### src/rtl/cvs_pkg.sv
// Shared constants, types and helper functions for the streaming 2D correlation block.
package cvs_pkg;

    // Kernel and image limits.
    localparam int KERNEL_H   = 7;
    localparam int KERNEL_W   = 5;
    localparam int MAX_WIDTH  = 64;
    localparam int MAX_HEIGHT = 64;

    // Fixed field widths of the ports.
    localparam int DATA_W     = 16;
    localparam int PROD_W     = 2 * DATA_W;
    localparam int ACC_W      = 40;
    localparam int CFG_DATA_W = 7;
    localparam int CFG_IDX_W  = 1;
    localparam int TAP_ROW_W  = 3;
    localparam int TAP_COL_W  = 3;
    localparam int OUT_ROW_W  = 6;
    localparam int OUT_COL_W  = 6;

    // Dimension registers after reset.
    localparam int RESET_WIDTH  = 28;
    localparam int RESET_HEIGHT = 28;

    // Position counters and dimension arithmetic.
    localparam int ROW_W   = $clog2(MAX_HEIGHT);
    localparam int COL_W   = $clog2(MAX_WIDTH);
    localparam int MAX_DIM = (MAX_WIDTH > MAX_HEIGHT) ? MAX_WIDTH : MAX_HEIGHT;
    localparam int DIM_RAW = $clog2(MAX_DIM + 1);
    localparam int DIM_W   = (DIM_RAW > CFG_DATA_W) ? DIM_RAW : CFG_DATA_W;

    // Line buffer: each column keeps the last KERNEL_H-1 samples in one RAM word.
    localparam int LB_ROWS = (KERNEL_H > 1) ? KERNEL_H - 1 : 1;
    localparam int LB_W    = LB_ROWS * DATA_W;

    // Multiply and adder tree.
    localparam int NPROD       = KERNEL_H * KERNEL_W;
    localparam int NODES       = NPROD + 1;
    localparam int TREE_LEVELS = (NPROD > 1) ? $clog2(NPROD) : 1;

    // Queue between the front and the back.
    localparam int QUEUE_DEPTH = 4;
    localparam int QUEUE_AW    = $clog2(QUEUE_DEPTH);
    localparam int QUEUE_CW    = $clog2(QUEUE_DEPTH + 1);

    // Configuration register indexes.
    typedef enum logic [CFG_IDX_W-1:0] {
        REG_IMAGE_WIDTH  = 1'b0,
        REG_IMAGE_HEIGHT = 1'b1
    } cfg_reg_t;

    // Request type of an input word.
    typedef enum logic {
        REQ_COEF  = 1'b0,
        REQ_PIXEL = 1'b1
    } req_type_t;

    // Classified word as it travels through the queue.
    typedef struct packed {
        logic                        is_pixel;
        logic                        tap_ok;
        logic [TAP_ROW_W-1:0]        tap_row;
        logic [TAP_COL_W-1:0]        tap_col;
        logic [COL_W-1:0]            col;
        logic                        emit;
        logic                        last;
        logic [OUT_ROW_W-1:0]        out_row;
        logic [OUT_COL_W-1:0]        out_col;
        logic signed [DATA_W-1:0]    data;
    } item_t;

    // Tag that follows an emitting pixel down the arithmetic pipeline.
    typedef struct packed {
        logic                        valid;
        logic                        last;
        logic [OUT_ROW_W-1:0]        out_row;
        logic [OUT_COL_W-1:0]        out_col;
    } tag_t;

    // Saturate a dimension register into [lo, hi].
    function automatic logic [DIM_W-1:0] clamp_dim(input logic [CFG_DATA_W-1:0] v,
                                                   input int lo, input int hi);
        logic [DIM_W-1:0] ext;
        ext = DIM_W'(v);
        if (ext < DIM_W'(lo)) begin
            return DIM_W'(lo);
        end else if (ext > DIM_W'(hi)) begin
            return DIM_W'(hi);
        end
        return ext;
    endfunction

    // Number of live nodes on a level of the adder tree.
    function automatic int tree_cnt(input int level);
        int n;
        n = NPROD;
        for (int l = 0; l < level; l++) begin
            n = (n + 1) >> 1;
        end
        return n;
    endfunction

endpackage

### src/rtl/cvs_queue.sv
// Short FIFO of classified words between the front end and the back end.
module cvs_queue (
    input  logic           aclk,
    input  logic           aresetn,
    input  logic           push,
    input  cvs_pkg::item_t push_item,
    input  logic           pop,
    output cvs_pkg::item_t head,
    output logic           full,
    output logic           empty
);

    cvs_pkg::item_t                 mem_reg [cvs_pkg::QUEUE_DEPTH];
    logic [cvs_pkg::QUEUE_AW-1:0]   wr_ptr_reg;
    logic [cvs_pkg::QUEUE_AW-1:0]   rd_ptr_reg;
    logic [cvs_pkg::QUEUE_CW-1:0]   count_reg;

    assign full  = (count_reg == cvs_pkg::QUEUE_CW'(cvs_pkg::QUEUE_DEPTH));
    assign empty = (count_reg == '0);
    assign head  = mem_reg[rd_ptr_reg];

    // Entry storage.
    always_ff @(posedge aclk) begin
        if (push) begin
            mem_reg[wr_ptr_reg] <= push_item;
        end
    end

    // Pointers and fill count.
    always_ff @(posedge aclk) begin
        if (!aresetn) begin
            wr_ptr_reg <= '0;
            rd_ptr_reg <= '0;
            count_reg  <= '0;
        end else begin
            if (push) begin
                wr_ptr_reg <= wr_ptr_reg + cvs_pkg::QUEUE_AW'(1);
            end
            if (pop) begin
                rd_ptr_reg <= rd_ptr_reg + cvs_pkg::QUEUE_AW'(1);
            end
            if (push && !pop) begin
                count_reg <= count_reg + cvs_pkg::QUEUE_CW'(1);
            end else if (pop && !push) begin
                count_reg <= count_reg - cvs_pkg::QUEUE_CW'(1);
            end
        end
    end

endmodule

### config.mk
export PLATFORM = sky130hd
export DESIGN_NAME = cvs_queue
export DESIGN_NICKNAME = d
export VERILOG_FILES = /design/src/rtl/cvs_pkg.sv /design/src/rtl/cvs_queue.sv
export SDC_FILE = /design/constraint.sdc
export NUM_CORES = 1
export LEC_CHECK = 0
export BUFFER_PORTS_ARGS = -buffer_cell sky130_fd_sc_hd__buf_2
export CAP_MARGIN = 0
export CORE_ASPECT_RATIO = 1.5
export CORE_MARGIN = 2
export CORE_UTILIZATION = 50
export DETAILED_ROUTE_END_ITERATION = 7
export HOLD_SLACK_MARGIN = 0.05
export PLACE_DENSITY = 0.78
export SETUP_SLACK_MARGIN = 0.15
export SLEW_MARGIN = 10
export SYNTH_ARGS = -nofsm -noshare
export SYNTH_HDL_FRONTEND = slang
export SYNTH_SLANG_ARGS = --single-unit
### constraint.sdc
create_clock -name aclk -period 2.25 [get_ports aclk]
set_input_delay 0.225 -clock aclk [delete_from_list [all_inputs] [get_ports aclk]]
set_output_delay 0.225 -clock aclk [all_outputs]
set_load 0.005 [all_outputs]
Word-level counts from Yosys, hierarchy flattened. Memories as Yosys holds them, arrays and structs flattened. A register that Yosys moved wholly into a read port is not among the register bits. Index checks and enable logic that the tools add are counted. Widths: inputs -> output; s select.

Input port bits: 48. Register bits: 7. Memory bits (writable): 176. Memories: 1.

Memories: mem_reg (words 4, width 44, read ports 1, clocked after Yosys merged registers in 1, write ports 1, line cvs_queue.sv:13) `cvs_pkg::item_t mem_reg [cvs_pkg::QUEUE_DEPTH];`.

Equality and inequality tests: 1. Multiplexer cells: 6. Add/subtract/negate cells: 4. Reductions and logical operators: 6.

Operator list (count): $mux 3 (2); $add 2x1->2 const B (2); $mux 2 (2); $add 3x1->3 const B (1); $eq 3x3->1 const B (1); $logic_not 3->1 (1); $sub 3x1->3 const B (1); $logic_and 1x1->1 (2); $logic_not 1->1 (2); $mux 1 (2); $reduce_bool 2->1 (1).

Depth between registers and ports, before layout.
Word-level depth: 4. Depth in mapped cells: 7.

Worst setup path after synthesis. No wires, ideal clock.

Kind: flip-flop to flip-flop. Start: register wr_ptr_reg[0] in the netlist's numbering. End: memory mem_reg[2][0] in the netlist's numbering (enable). Path buffers: 0. Data arrival time: 1599 ps. Setup slack: 246 ps. Cell stages (with the launch flop): 4. Setup time: 406 ps. Cells stage by stage: dfxtp_1 -> inv_1 -> ha_1 -> and2_1.

RTL lines: start, declared (line cvs_queue.sv:14) `logic [cvs_pkg::QUEUE_AW-1:0] wr_ptr_reg;`; start signal, assigned (line cvs_queue.sv:37) `wr_ptr_reg <= wr_ptr_reg + cvs_pkg::QUEUE_AW'(1);`; end, declared (line cvs_queue.sv:13).

Straight into the memory's write port.

==> results.txt <==
run status: finished clean
top cells by area, synth: edfxtp_1, mux4_2, dfxtp_1, mux4_1, buf_12
Worst R2R End: count_reg[2]
final worst path period share: 87.19%
Core ar.: 13470 µm²
Synthesis Warnings: 0
hold-critical path depth: 2
Hold EP: wr_ptr_reg[0]
Crit path required time: 2030 ps
number of flops mapped to enable cells by yosys: 176
die height: 147.4 µm
first-pass GRT wire length: 18.84 mm
hold_ws: 101.0 ps
CP Max Fanout: 10
synthesized flop and latch total: 185
fraction of layout cells with a size suffix above 1: 41.61%
Final nets: 488
initial antenna violation count: 1
mapped cell area: 6853 µm²
Boundary Pins: 94
GRT Util Overall: 17.42%
FF-to-FF path depth: 4
vias in the first global route: 3523
maximum level of the CTS H-tree: 4
average size of a mapped cell: 25.10 µm²
CP top delay family: multiplexers
synth unique cells: 22
largest net degree at the start of global routing: 25
die area: 14680 µm²
CP max stage cell: mux4_2
Synth async-reset ratio: 0%
vias per cell: 5.359
CP peak stage delay: 550 ps
IR drop worst, VDD: 570.3 µV
Mapped Nets: 327
cell with the most instances after synthesis: edfxtp_1
wire length per cell: 19.76 µm
worst skew pair latency: 410 ps
post-layout min period: 1962 ps
unrepaired setup endpoints after global routing: false
cell row count: 52
Fill cells: 880
Root Buffer: clkbuf_16
buffers plus inverters on the worst setup path: 2
1st-pass router iterations: 4
Area Growth Syn to Fin: 26.73%
total grt overflow: 0
routed wire length: 12.06 mm
max_cap viols: 0
Peak Freq: 509.8 MHz
top_reg_cell synth: edfxtp_1
Antenna Nets Post-Route: 0
Clock Path Buffers: 2
hold path start: aresetn
setup_tns: 0 ps
Sink Count: 185
top cell type's share of synthesized area: 77.12%
Remaining DRCs: 0
area leader, netlist: edfxtp_1
pins over their slew limit: 0
pwr dens: 911.5 nW/µm²
Setup violations, final: 0
number of flip-flops in the largest register: 176
CP arrival: 1740 ps
reg-to-reg startpoint: count_reg[0]
slew at the pin with the worst max-slew slack: 439.1 ps
HPWL after detailed placement: 7.471 mm
GP Congestion: 0.6772
CTS tree: yes
initial core utilization: 50.88%
CTS clk-pin slew, worst paths: 70 ps
Slew HR: 70.73%
final hold vios: 0
clk_skew: 9.191 ps
Num CTS Buffers: 17
DR iter-0 viols: 254
Post-Synthesis Cells: 273
Leak: 3.025 nW
CP Launch Type: register
endpoint class of the critical path: primary output
Post-synth top cells: edfxtp_1, mux4_2, and2_1, dfxtp_1, ha_1
flop2flop setup slack: 690 ps
Die X: 99.59 µm
routed vias: 3269
HP Class: input pin to register
critical-path cell list: buf_4 > mux4_2 > buf_2
Critical Setup Path Class: register to primary output
sequential-to-total area share from yosys stat: 79.75%
I/O Buffers: 93
==> metal layers <==
metal | vias up | global-route usage, % | wire [µm]
li1 | 1481 | - | -
met1 | 1689 | 21.26 | 4795
met2 | 87 | 29.66 | 6613
met3 | 12 | 4.539 | 487
met4 | 0 | 6.986 | 159
met5 | - | 0 | 0
==> metrics by stage <==
stage / util, % / total power, mW / cell area, µm² / worst slack (ps) / std cells
after global routing: 64.48 / 8.192 / 8685 / 189.5 / 610
after floorplan: - / 4.484 / 6853 / 245.7 / 273
after CTS: 64.45 / 7.995 / 8680 / 170.7 / 609
after global placement: 56.34 / 4.768 / 7587 / 563.6 / 531
final: 64.48 / 7.916 / 8685 / 288.3 / 610
after detailed placement: 56.34 / 4.803 / 7587 / 423.4 / 531
==> how the worst max path moves through the flow <==
stage / cells after the start / end / startpoint / slack, ps
floorplan: 3 / mem_reg[2][0] / wr_ptr_reg[0] / 250
global placement: 3 / head[30] / register / 560
detailed placement: 7 / count_reg[2] / push / 420
CTS: 3 / head[13] / register / 170
global route: 3 / head[30] / register / 190
finish: 3 / head[12] / register / 290
==> layout by cell type (no fill, tap or decap), drive strengths merged, types with 5 or more instances in the layout <==
cell / synthesis / layout
dlygate4sd3: 0 / 44
edfxtp: 176 / 176
mux4: 44 / 44
and2: 9 / 9
clkinvlp: 0 / 5
clkbuf: 1 / 17
dfxtp: 9 / 9
buf: 9 / 108
inv: 4 / 9
ha: 5 / 5
==> cell type report <==
| type | instances | area (µm²) | area share, % |
|---|---|---|---|
| well taps | 162 | 202.7 | 2.334 |
| diodes | 1 | 2.502 | 0.02881 |
| clock buffers | 17 | 425.4 | 4.898 |
| multi-input cells | 74 | 1261 | 14.52 |
| inverters | 4 | 15.01 | 0.1729 |
| flip-flops and latches | 185 | 5473 | 63.02 |
| clock inverters | 15 | 211.5 | 2.435 |
| repair buffers | 152 | 1094 | 12.59 |
==> timing repair <==
action                                  4_1_cts  5_1_grt
hold buffers                                 44        0
endpoints found under the setup margin       10       18
buffers inserted                              2        0
resized for setup                             0        1
endpoints found under the hold margin       176        0
==> logic make-up (layout without fill, tap and decap cells) <==
group           count (synthesis)  count (layout)  share of synthesized area (%)
flops                         185             185                          79.75
buf+inv                        14             188                          1.917
fa+ha+maj                       6               6                          1.205
simple gates                   15              15                          1.333
compound gates                  2               2                         0.1826
xor+xnor                        5               5                         0.6392
other cells                     0               1                              0
mux                            46              46                          14.97
==> power by group <==
part	switching (mW)	leakage, nW	internal, mW
combinational	0.344	1.04	0.424
clock	1.26	0.296	1.88
sequential	0.0624	1.69	3.95
total	1.66	3.02	6.25
Power figures use the tool's default switching activity.
