[src/rtl/cvs_pkg.sv]
// Shared constants, types and helper functions for the streaming 2D correlation block.
package cvs_pkg;

    // Kernel and image limits.
    localparam int KERNEL_H   = 7;
    localparam int KERNEL_W   = 5;
    localparam int MAX_WIDTH  = 64;
    localparam int MAX_HEIGHT = 64;

    // Fixed field widths of the ports.
    localparam int DATA_W     = 16;
    localparam int PROD_W     = 2 * DATA_W;
    localparam int ACC_W      = 40;
    localparam int CFG_DATA_W = 7;
    localparam int CFG_IDX_W  = 1;
    localparam int TAP_ROW_W  = 3;
    localparam int TAP_COL_W  = 3;
    localparam int OUT_ROW_W  = 6;
    localparam int OUT_COL_W  = 6;

    // Dimension registers after reset.
    localparam int RESET_WIDTH  = 28;
    localparam int RESET_HEIGHT = 28;

    // Position counters and dimension arithmetic.
    localparam int ROW_W   = $clog2(MAX_HEIGHT);
    localparam int COL_W   = $clog2(MAX_WIDTH);
    localparam int MAX_DIM = (MAX_WIDTH > MAX_HEIGHT) ? MAX_WIDTH : MAX_HEIGHT;
    localparam int DIM_RAW = $clog2(MAX_DIM + 1);
    localparam int DIM_W   = (DIM_RAW > CFG_DATA_W) ? DIM_RAW : CFG_DATA_W;

    // Line buffer: each column keeps the last KERNEL_H-1 samples in one RAM word.
    localparam int LB_ROWS = (KERNEL_H > 1) ? KERNEL_H - 1 : 1;
    localparam int LB_W    = LB_ROWS * DATA_W;

    // Multiply and adder tree.
    localparam int NPROD       = KERNEL_H * KERNEL_W;
    localparam int NODES       = NPROD + 1;
    localparam int TREE_LEVELS = (NPROD > 1) ? $clog2(NPROD) : 1;

    // Queue between the front and the back.
    localparam int QUEUE_DEPTH = 4;
    localparam int QUEUE_AW    = $clog2(QUEUE_DEPTH);
    localparam int QUEUE_CW    = $clog2(QUEUE_DEPTH + 1);

    // Configuration register indexes.
    typedef enum logic [CFG_IDX_W-1:0] {
        REG_IMAGE_WIDTH  = 1'b0,
        REG_IMAGE_HEIGHT = 1'b1
    } cfg_reg_t;

    // Request type of an input word.
    typedef enum logic {
        REQ_COEF  = 1'b0,
        REQ_PIXEL = 1'b1
    } req_type_t;

    // Classified word as it travels through the queue.
    typedef struct packed {
        logic                        is_pixel;
        logic                        tap_ok;
        logic [TAP_ROW_W-1:0]        tap_row;
        logic [TAP_COL_W-1:0]        tap_col;
        logic [COL_W-1:0]            col;
        logic                        emit;
        logic                        last;
        logic [OUT_ROW_W-1:0]        out_row;
        logic [OUT_COL_W-1:0]        out_col;
        logic signed [DATA_W-1:0]    data;
    } item_t;

    // Tag that follows an emitting pixel down the arithmetic pipeline.
    typedef struct packed {
        logic                        valid;
        logic                        last;
        logic [OUT_ROW_W-1:0]        out_row;
        logic [OUT_COL_W-1:0]        out_col;
    } tag_t;

    // Saturate a dimension register into [lo, hi].
    function automatic logic [DIM_W-1:0] clamp_dim(input logic [CFG_DATA_W-1:0] v,
                                                   input int lo, input int hi);
        logic [DIM_W-1:0] ext;
        ext = DIM_W'(v);
        if (ext < DIM_W'(lo)) begin
            return DIM_W'(lo);
        end else if (ext > DIM_W'(hi)) begin
            return DIM_W'(hi);
        end
        return ext;
    endfunction

    // Number of live nodes on a level of the adder tree.
    function automatic int tree_cnt(input int level);
        int n;
        n = NPROD;
        for (int l = 0; l < level; l++) begin
            n = (n + 1) >> 1;
        end
        return n;
    endfunction

endpackage

[src/rtl/cvs_front.sv]
// Front end: dimension registers, raster position tracking and word classification.
module cvs_front (
    input  logic                               aclk,
    input  logic                               aresetn,
    input  logic                               cfg_wr_en,
    input  logic [cvs_pkg::CFG_IDX_W-1:0]      cfg_index,
    input  logic [cvs_pkg::CFG_DATA_W-1:0]     cfg_data,
    input  logic                               push,
    input  logic                               s_req_type,
    input  logic [cvs_pkg::TAP_ROW_W-1:0]      s_tap_row,
    input  logic [cvs_pkg::TAP_COL_W-1:0]      s_tap_col,
    input  logic signed [cvs_pkg::DATA_W-1:0]  s_tap_value,
    input  logic signed [cvs_pkg::DATA_W-1:0]  s_pixel,
    output cvs_pkg::item_t                     item
);

    logic [cvs_pkg::CFG_DATA_W-1:0] width_reg;
    logic [cvs_pkg::CFG_DATA_W-1:0] height_reg;
    logic [cvs_pkg::ROW_W-1:0]      row_reg;
    logic [cvs_pkg::COL_W-1:0]      col_reg;
    logic [cvs_pkg::ROW_W-1:0]      row_next;
    logic [cvs_pkg::COL_W-1:0]      col_next;

    logic [cvs_pkg::DIM_W-1:0] eff_w;
    logic [cvs_pkg::DIM_W-1:0] eff_h;
    logic [cvs_pkg::DIM_W-1:0] row_inc;
    logic [cvs_pkg::DIM_W-1:0] col_inc;
    logic                      is_pixel;

    // Effective frame size and the position of the incoming pixel.
    always_comb begin
        eff_w    = cvs_pkg::clamp_dim(width_reg, cvs_pkg::KERNEL_W, cvs_pkg::MAX_WIDTH);
        eff_h    = cvs_pkg::clamp_dim(height_reg, cvs_pkg::KERNEL_H, cvs_pkg::MAX_HEIGHT);
        row_inc  = cvs_pkg::DIM_W'(row_reg) + cvs_pkg::DIM_W'(1);
        col_inc  = cvs_pkg::DIM_W'(col_reg) + cvs_pkg::DIM_W'(1);
        is_pixel = (cvs_pkg::req_type_t'(s_req_type) == cvs_pkg::REQ_PIXEL);
    end

    // Raster advance with wrap at the end of a row and of the frame.
    always_comb begin
        col_next = cvs_pkg::COL_W'(col_inc);
        row_next = row_reg;
        if (col_inc >= eff_w) begin
            col_next = '0;
            if (row_inc >= eff_h) begin
                row_next = '0;
            end else begin
                row_next = cvs_pkg::ROW_W'(row_inc);
            end
        end
    end

    // Classified word for the queue.
    always_comb begin
        item.is_pixel = is_pixel;
        item.tap_ok   = (int'(s_tap_row) < cvs_pkg::KERNEL_H) &&
                        (int'(s_tap_col) < cvs_pkg::KERNEL_W);
        item.tap_row  = s_tap_row;
        item.tap_col  = s_tap_col;
        item.col      = col_reg;
        item.emit     = (row_inc >= cvs_pkg::DIM_W'(cvs_pkg::KERNEL_H)) &&
                        (col_inc >= cvs_pkg::DIM_W'(cvs_pkg::KERNEL_W));
        item.last     = (row_inc == eff_h) && (col_inc == eff_w);
        item.out_row  = cvs_pkg::OUT_ROW_W'(row_inc - cvs_pkg::DIM_W'(cvs_pkg::KERNEL_H));
        item.out_col  = cvs_pkg::OUT_COL_W'(col_inc - cvs_pkg::DIM_W'(cvs_pkg::KERNEL_W));
        item.data     = is_pixel ? s_pixel : s_tap_value;
    end

    // Dimension registers and position counters; a register write restarts the frame.
    always_ff @(posedge aclk) begin
        if (!aresetn) begin
            width_reg  <= cvs_pkg::CFG_DATA_W'(cvs_pkg::RESET_WIDTH);
            height_reg <= cvs_pkg::CFG_DATA_W'(cvs_pkg::RESET_HEIGHT);
            row_reg    <= '0;
            col_reg    <= '0;
        end else if (cfg_wr_en) begin
            case (cvs_pkg::cfg_reg_t'(cfg_index))
                cvs_pkg::REG_IMAGE_WIDTH: begin
                    width_reg <= cfg_data;
                end
                cvs_pkg::REG_IMAGE_HEIGHT: begin
                    height_reg <= cfg_data;
                end
                default: begin
                end
            endcase
            row_reg <= '0;
            col_reg <= '0;
        end else if (push && is_pixel) begin
            row_reg <= row_next;
            col_reg <= col_next;
        end
    end

endmodule

[config.mk]
export PLATFORM = sky130hd
export DESIGN_NAME = cvs_front
export DESIGN_NICKNAME = d
export VERILOG_FILES = /design/src/rtl/cvs_pkg.sv /design/src/rtl/cvs_front.sv
export SDC_FILE = /design/constraint.sdc
export NUM_CORES = 1
export LEC_CHECK = 0
export ABC_CLOCK_PERIOD_IN_PS = 8180
export BUFFER_PORTS_ARGS = -buffer_cell sky130_fd_sc_hd__buf_2
export CAP_MARGIN = 20
export CORE_UTILIZATION = 35
export CTS_CLUSTER_SIZE = 24
export DETAILED_ROUTE_END_ITERATION = 7
export GPL_TIMING_DRIVEN = 0
export PLACE_DENSITY_LB_ADDON = 0.08
export SYNTH_ARGS = -nofsm -noshare
export SYNTH_HDL_FRONTEND = slang
export SYNTH_SLANG_ARGS = --single-unit
[constraint.sdc]
create_clock -name aclk -period 8.18 [get_ports aclk]
set_input_delay 0.818 -clock aclk [delete_from_list [all_inputs] [get_ports aclk]]
set_output_delay 0.818 -clock aclk [all_outputs]
set_load 0.02 [all_outputs]
## Yosys cells after proc, flatten, opt, wreduce, memory -nomap -nowiden

Index checks and enable logic that the tools add are counted.

| word-level totals | value |
|---|---|
| bits in registers | 26 |
| input bits | 51 |
| output and inout bits | 44 |
| word-level logic and storage cells | 43 |

| cells by class | value |
|---|---|
| $add $sub $neg | 4 |
| $lt $le $gt $ge | 10 |
| eq/ne operators | 2 |
| mux-type cells | 13 |
| bitwise logic cells | 2 |
| reductions and logical operators | 8 |

Operator list:

| operator | number |
|---|---|
| $mux 7 | 6 |
| $mux 16 | 1 |
| $add 6x1->7 const B | 2 |
| $eq 7x7->1 | 2 |
| $ge 7x3->1 const B | 2 |
| $ge 7x7->1 | 2 |
| $gt 7x7->1 const B | 2 |
| $lt 7x3->1 const B | 2 |
| $mux 6 | 2 |
| $sub 6x3->6 const B | 2 |
| $lt 3x3->1 const B | 2 |
| $reduce_and 2->1 | 3 |
| $logic_and 1x1->1 | 4 |
| $mux 1 | 4 |
| $not 1->1 | 2 |
| $reduce_or 2->1 | 1 |

## Depth between registers and ports, before layout

Gate-level depths: netlist of run 1.

| depth | value |
|---|---|
| depth after elaboration | 6 |
| depth in mapped cells | 11 |
| gate-level depth less buffers | 11 |

## Least setup slack after synthesis of run 1

Ideal clock, no wire load.

| timing | value |
|---|---|
| kind | register to output |
| from | reg row_reg[0] (netlist name) |
| to | out item[28] (netlist name) |
| arrival | 2.220 ns |
| data required time | 7.362 ns |
| slack | 5.142 ns |
| stages on the path, launching flop included | 10 |
| buffers on the path | 0 |
| cells stage by stage | dfxtp_1 ha_1 and2_1 nand2_1 xor2_1 inv_1 ha_1 and3_4 nand2_1 nor3_1 |

RTL lines:

| item | line | source |
|---|---|---|
| from (decl) | cvs_front.sv:19 | `logic [cvs_pkg::ROW_W-1:0] row_reg;` |
| from (signal assigned) | cvs_front.sv:90 | `row_reg <= row_next;` |
| to (decl) | cvs_front.sv:14 | `output cvs_pkg::item_t item` |

==> metrics, run 1 <==
Via Count ~2100; reg-to-reg slack, setup 4.85 ns; CP peak stage delay around 0.53 ns; Req. time, crit path approximately 7.4 ns; Layout area overhead 29.4%; RSZ-0062 raised after global routing false; # setup viols final 0; cell row count 27; Starting Density a little under two fifths; post-CTS setup buffer count 0; arrival time worst endpoint between 2 and 3 ns; Worst-Skew Late Latency roughly 0.27 ns; Synthesized Nets about 340; first-pass GRT wire length 8250 microns; CTS Hold Bufs 0; initial drt markers between 90 and 100; Peak VDD IR ~0.000065 V; CTS resizes 0; HPWL Detailed ~4200 microns; Distinct cells, synth 40; Max Freq about 280 MHz; register area ~520 sq um; Post-Syn Area 2080 sq um; vias in the first global route roughly 1800; gate count of the mapped netlist 265; Filler cells 600; diodes inserted 0; share of layout cells above drive strength 1 a little over a third; Max FO, Critical Path 9; clock buffer depth 2; DRC Markers 0; root buf cell clkbuf_8; DRT Wirelength 5090 microns; routed vias/inst between 4 and 5; H-tree levels 1; Ports between 90 and 100; pwr dens 108 nW/um^2; HP Class register to register; Congestion Overflow GR 0; initial antenna violation count 0; Yosys warnings 0; sequential share of the synthesized area between 20 and 30%; CTS Buf Count 3; final-report max-slew violation count 0; Critical Path Slowest Stage Cell dfxtp_1; largest net degree at the start of global routing 15; core area approximately 5600 sq um; Least-Margin Pin Slew 0.499 ns; die area 6240 sq um; Antenna Nets Post-Route 0; Multi-input gate area between 1000 and 1500 sq um; Leak about 1.3 nW; commonest non-fill, non-tap cell in the layout buf_2; clock slew seen by the registers of the worst setup and hold paths approximately 0.090 ns; setup_tns 0 ns; die width roughly 80 microns; port bufs just over 90; syn avg cell area approximately 7.8 sq um; final net count between 400 and 500; post-synthesis register bit count 26; maxcap violations 0; Avg WL per Cell between 10 and 15 microns; cells along the critical path ha_1 -> and2_1 -> nand2_1 -> xor2_1 -> inv_1 -> ha_1 -> and3_4 -> nand2_1 -> nor3_1 -> buf_2; clk sinks 26; CP Launch Type register; PnR worst setup slack between 4 and 5 ns; most frequent cells in the layout buf_2, nand2_1, dfxtp_1; die span in y a little under 80 microns; Place WS approximately 4.8 ns; 1st-pass router iterations 4; minimum clock period 3.61 ns; Final Hold Fails 0; CTS tree built; Final Skew 0.00380 ns; worst rel slew slack 66.8%; Worst Setup End Kind output port; critical path class register to output port; run status finished, final reports clean; Total GRT Usage roughly 17%; routability-driven placement congestion ratio ~0.78; fin crit share between 40% and 50%
-- cell families (layout without fill, tap and decap cells) --
kind of cell | Yosys count | in the layout | synth area share [%]
simple gates | 104 | 104 | 23.3
compound gates | 44 | 44 | 13.6
buf+inv | 32 | 129 | 7.47
flops | 26 | 26 | 25.1
xor+xnor | 22 | 22 | 9.28
fa+ha+maj | 20 | 20 | 12.1
mux | 17 | 17 | 9.16
-- cell type report --
class / count / share of cell area [%]
Inverter: 15 / 2.10
Clock buffer: 4 / 2.05
Multi-Input combinational cell: 207 / 52.1
Sequential cell: 26 / 19.4
Buffer: 17 / 3.68
Tap cell: 72 / 3.35
Timing Repair Buffer: 93 / 17.3
-- path summary, 6_finish.rpt --
check                       end  depth (start not counted)          start
setup / recovery       item[28]                         10     row_reg[0]
hold / removal    height_reg[1]                          2  height_reg[1]
setup reg to reg     row_reg[5]                         11     row_reg[0]
hold reg to reg   height_reg[1]                          2  height_reg[1]
-- power breakdown --
part	switching [W]	internal (W)	leakage (nW)
Clock	0.0000415	0.0000431	0.0288
Sequential	0.00000326	0.000131	0.212
Combinational	0.0000379	0.0000327	1.07
-- through the flow --
step / std cells / utilization [%] / hold WS, ns / total power, W / area, sq um
after floorplan: 265 / - / 0.435 / 0.000180 / 2080
after detailed placement: 430 / 46.9 / 0.458 / 0.000208 / 2630
after global placement: 430 / 46.9 / 0.456 / 0.000207 / 2630
after global routing: 434 / 47.9 / 0.497 / 0.000304 / 2690
final: 434 / 47.9 / 0.470 / 0.000289 / 2690
after CTS: 434 / 47.9 / 0.472 / 0.000292 / 2690
-- metal layers --
metal  vias up  wire [microns]  track usage (%)
met3         5             307             2.76
met5         -               0                0
met1       926            2470             22.1
met4         0              48             3.82
li1       1096               -                -
met2        72            2270             27.4
-- cell usage after synthesis (all sizes together) --
cell type | count | share of area (%)
a211o | 1 | 0.42
a211oi | 2 | 0.72
a21boi | 8 | 2.9
a21o | 1 | 0.42
a21oi | 11 | 2.7
a221o | 1 | 0.48
a22oi | 1 | 0.36
a2bb2oi | 1 | 0.42
a311oi | 1 | 0.42
a31o | 1 | 0.42
a31oi | 1 | 0.30
and2 | 2 | 0.60
and3 | 1 | 0.54
and4 | 1 | 0.42
buf | 11 | 3.7
clkbuf | 6 | 1.1
dfxtp | 26 | 25
ha | 20 | 12
inv | 15 | 2.7
mux2 | 16 | 8.7
mux2i | 1 | 0.48
nand2 | 49 | 8.9
nand2b | 5 | 1.5
nand3 | 13 | 3.1
nand4 | 1 | 0.30
nor2 | 12 | 2.2
nor2b | 2 | 0.60
nor3 | 12 | 2.9
o21a | 1 | 0.36
o21ai | 12 | 3.1
o22ai | 1 | 0.30
o31ai | 1 | 0.36
or4 | 5 | 1.8
or4b | 1 | 0.48
xnor2 | 11 | 4.6
xor2 | 11 | 4.6
-- worst max-delay path: cells and delay by family (launching register included) --
family	cells	cell delay, ns
simple gates	5	0.73
flops	1	0.53
fa+ha+maj	2	0.63
buf+inv	2	0.30
xor+xnor	1	0.31
Note: power is estimated with default switching activity, not from simulation.
==> run 2: changes to the inputs <==
- ABC_AREA: not set -> 1
- ABC_CLOCK_PERIOD_IN_PS: 8180 -> 3000
- clock period: 8.18 -> 3 ns (I/O delays scaled with it)
==> metrics, run 2 <==
Worst Reg-to-Reg Cells 14; Post-Syn Area around 2200 sq um; worst path bufs/invs 2; core area 5990 sq um; Antenna Nets Post-Route 0; largest net degree at the start of global routing 15; reg-to-reg slack, setup 0.30 ns; Post-synth EDFFs 0; top cells by count, synth nand2_1, nor2_1, inv_1; 1st-pass router iterations 4; CTS Hold Bufs 0; critical path class register to output port; Max FO, Critical Path 10; RSZ-0062 raised after global routing false; Post-synth ARST share 0%; arrival time worst endpoint between 2 and 2.5 ns; CP peak stage delay 0.55 ns; Yosys top cell area share between 20% and 30%; CP Launch Type register; sequential share of the synthesized area between 20% and 30%; # setup viols final 0; cells along the critical path ha_1 -> nand2_1 -> xor2_1 -> inv_1 -> ha_1 -> nand3_1 -> nor2_1 -> buf_2; commonest non-fill, non-tap cell in the layout buf_2; hold path depth 3; CTS tree built; DRT Wirelength around 5200 microns; HP Class input pin to register; setup_tns 0 ns; HPWL Detailed about 4300 microns; first-pass GRT wire length a little under 9000 microns; worst rel slew slack between 50% and 60%; die width ~81 microns; maxcap violations 0; Placed Cells 490; most frequent cells in the layout buf_2, nand2_1, nor2_1; initial drt markers between 50 and 60; cell row count 28; Via Count roughly 2200; Worst-Skew Late Latency roughly 0.28 ns; share of layout cells above drive strength 1 32.7%; fin crit share between 90 and 100%; initial antenna violation count 0; post-CTS setup buffer count 0; critical path depth in cells 8; gate count of the mapped netlist ~320; Synth area leader dfxtp_1; routability-driven placement congestion ratio approximately 0.75; H-tree levels 1; Worst Setup End Kind output port; Layout area overhead 28.4%; largest cells by area after synthesis dfxtp_1, nand2_1, ha_1; Req. time, crit path between 2 and 3 ns; Final Hold Fails 0; Final Skew just over 0.007 ns; routed vias/inst 4.51; die area between 6000 and 7000 sq um; most common cell in the netlist nand2_1; clock buffer depth 2; clock slew seen by the registers of the worst setup and hold paths ~0.1 ns; final-report max-slew violation count 0; syn avg cell area between 6 and 7 sq um; Distinct cells, synth 29; Avg WL per Cell 10.6 microns; Yosys warnings 0; Leak between 1.5 and 2 nW; Congestion Overflow GR 0; CP delay by family, top adder cells; Max Freq ~360 MHz; run status finished, final reports clean; post-synthesis register bit count 26; die span in y 81.1 microns; Most used DFF post-synth dfxtp_1; crit-path most repeated cell ha_1; final net count slightly below 500; pwr dens between 300 and 400 nW/um^2; CTS resizes 0; root buf cell clkbuf_8; clk sinks 26; DRC Markers 0; CTS Buf Count 3; Critical Path Slowest Stage Cell dfxtp_1; Least-Margin Pin Slew around 0.63 ns; Peak VDD IR about 0.0002 V; Ports 95; vias in the first global route slightly below 2000; Total GRT Usage between 10% and 20%; diodes inserted 0; Synthesized Nets 393; port bufs 93; Final Non-Filler Cells ~490; Starting Density a little over a third; minimum clock period 2.76 ns
-- run 2: path summary, 6_finish.rpt --
path                                     from            end
worst max-delay path               col_reg[0]       item[28]
worst min-delay path              cfg_data[3]  height_reg[3]
worst max register to register     col_reg[0]     row_reg[0]
worst min register to register  height_reg[5]  height_reg[5]
-- run 2: metal layers --
layer | track usage, % | up-vias | wire [microns]
li1 | - | 1203 | -
met1 | 22.7 | 975 | 2560
met2 | 28.4 | 43 | 2420
met3 | 1.80 | 5 | 189
met4 | 4.82 | 0 | 65
met5 | 0 | - | 0
-- run 2: final cells by class --
type,instances,area (sq um)
clock buffer,4,55.1
inverter,43,161
buffer,14,92.6
tap,75,93.8
fill,652,3180
timing repair buffer,93,465
multi-input combinational,239,1430
sequential,26,520
-- run 2: logic make-up (layout without fill, tap and decap cells) --
| family | after synthesis | after routing | share of synthesized area (%) |
|---|---|---|---|
| AND/OR/NAND/NOR | 152 | 152 | 29.3 |
| multiplexers | 16 | 16 | 8.22 |
| flip-flops | 26 | 26 | 23.7 |
| XOR/XNOR | 15 | 15 | 6.68 |
| AO/OA/AOI/OAI | 36 | 36 | 9.02 |
| adder cells (fa/ha/maj) | 20 | 20 | 11.4 |
| buffers and inverters | 57 | 154 | 11.6 |
-- run 2: power by group --
| group | switching, W | internal [W] |
|---|---|---|
| combinational | 0.000147 | 0.000113 |
| clock | 0.000117 | 0.000118 |
| sequential | 0.0000163 | 0.000361 |
| total | 0.000281 | 0.000591 |
-- run 2: worst min-delay path, cell delays in order --
cell	delay, ns
buf_2	0.09
nand2_1	0.05
nand3_1	0.05
-- run 2: metrics by stage --
| stage | hold WS [ns] | cell area [sq um] | setup slack, ns | utilization (%) | power (W) |
|---|---|---|---|---|---|
| finish | 0.246 | 2810 | 0.242 | 47.0 | 0.000872 |
| global route | 0.248 | 2810 | 0.0296 | 47.0 | 0.000930 |
| CTS | 0.230 | 2810 | 0.226 | 46.8 | 0.000887 |
| detailed placement | 0.465 | 2750 | 0.305 | 45.9 | 0.000645 |
| global placement | 0.461 | 2750 | 0.319 | 45.9 | 0.000642 |
| floorplan | 0.413 | 2190 | 0.639 | - | 0.000555 |
==> run 3: changes to the inputs <==
- MAX_ROUTING_LAYER: not set -> met4
==> metrics, run 3 (synthesized netlist as in run 2, its figures left out) <==
final net count 491; Congestion Overflow GR 0; H-tree levels 1; hold slack 0.247 ns; Via Count between 2000 and 2500; DRT Wirelength 5230 microns; Total GRT Usage 17.4%; die span in y 81.1 microns; HP Class input pin to register; clock buffer depth 2; Reg power frac a little over two fifths; worst rel slew slack approximately 58%; Net Switching 0.000281 W; maxcap violations 0; Final Hold Fails 0; arrival time worst endpoint ~2.5 ns; 1st-pass router iterations 4; CP peak stage delay roughly 0.55 ns; Peak VDD IR between 0.0002 and 0.00025 V; Worst Setup End Kind output port; routability-driven placement congestion ratio between 0.7 and 0.8; cells along the critical path ha_1 -> nand2_1 -> xor2_1 -> inv_1 -> ha_1 -> nand3_1 -> nor2_1 -> buf_2; CTS tree built; Critical Path Slowest Stage Cell dfxtp_1; port bufs 93; CTS resizes 0; initial antenna violation count 0; pwr dens 310 nW/um^2; Req. time, crit path roughly 2.7 ns; cell row count 28; switching share of power 32.2%; Max Freq approximately 360 MHz; Gate power share between 20% and 30%; internal power around 0.00059 W; share of layout cells above drive strength 1 roughly a third; worst path bufs/invs 2; Max FO, Critical Path 10; diodes inserted 0; routed vias/inst between 4 and 5; largest net degree at the start of global routing 15; clk sinks 26; minimum clock period between 2 and 3 ns; crit-path most repeated cell ha_1; CP delay by family, top adder cells; Antenna Nets Post-Route 0; most frequent cells in the layout buf_2, nand2_1, nor2_1; setup_tns 0 ns; HPWL Detailed between 4000 and 5000 microns; core area between 5000 and 6000 sq um; CTS Buf Count 3; # setup viols final 0; critical path class register to output port; commonest non-fill, non-tap cell in the layout buf_2; Leak about 1.6 nW; first-pass GRT wire length between 8000 and 9000 microns; RSZ-0062 raised after global routing false; Starting Density a little over a third; DRC Markers 0; root buf cell clkbuf_8; vias in the first global route 1962; CTS Hold Bufs 0; Ports 95; Least-Margin Pin Slew 0.627 ns; run status finished, final reports clean; Worst-Skew Late Latency between 0.2 and 0.3 ns; clock slew seen by the registers of the worst setup and hold paths about 0.1 ns; die area ~6600 sq um; Clock power frac a little over a quarter; final-report max-slew violation count 0; Final Skew roughly 0.0071 ns; Layout area overhead 28.4%; initial drt markers 62; die width ~81 microns; post-CTS setup buffer count 0; CP Launch Type register; fin crit share 91.9%; Avg WL per Cell 10.6 microns
run 3: power groups by stage:
stage	clock [W]	sequential (W)	combinational (W)
floorplan	0	0.000384	0.000171
global placement	0	0.000385	0.000258
detailed placement	0	0.000385	0.000261
CTS	0.000248	0.000377	0.000262
global route	0.000257	0.000380	0.000293
finish	0.000235	0.000377	0.000260
run 3: area by class of cell:
type / count / area (sq um)
inverters: 43 / 161
well taps: 75 / 93.8
fillers: 652 / 3180
flip-flops and latches: 26 / 520
multi-input cells: 239 / 1430
plain buffers: 14 / 92.6
repair buffers: 93 / 465
clock buffers: 4 / 55.1
run 3: worst min-delay path: stages:
cell     delay [ns]
buf_2          0.09
nand2_1        0.05
nand3_1        0.05
run 3: path summary, 6_finish.rpt:
| kind | from | to | slack (ns) | cells past startpoint |
|---|---|---|---|---|
| max reg2reg | col_reg[0] | row_reg[0] | 0.30 | 14 |
| max | col_reg[0] | item[28] | 0.24 | 8 |
| min | cfg_data[3] | height_reg[3] | 0.25 | 3 |
| min reg2reg | height_reg[5] | height_reg[5] | 0.48 | 2 |
run 3: per-layer routing:
metal  GRT usage (%)  vias to the layer above  part of all wire [%]
met3            1.80                        5                   3.7
met5               -                        -                     0
met1            22.7                      972                    49
met4            4.82                        0                   1.1
li1                -                     1203                     -
met2            28.4                       43                    46
run 3: stage by stage:
stage / total power (W) / cell area, sq um / utilization, % / setup slack [ns] / cells
after floorplan: 0.000555 / 2190 / - / 0.639 / 322
final: 0.000872 / 2810 / 47.0 / 0.242 / 494
after detailed placement: 0.000645 / 2750 / 45.9 / 0.305 / 490
after global routing: 0.000930 / 2810 / 47.0 / 0.0296 / 494
after CTS: 0.000887 / 2810 / 46.8 / 0.226 / 494
after global placement: 0.000642 / 2750 / 45.9 / 0.319 / 490
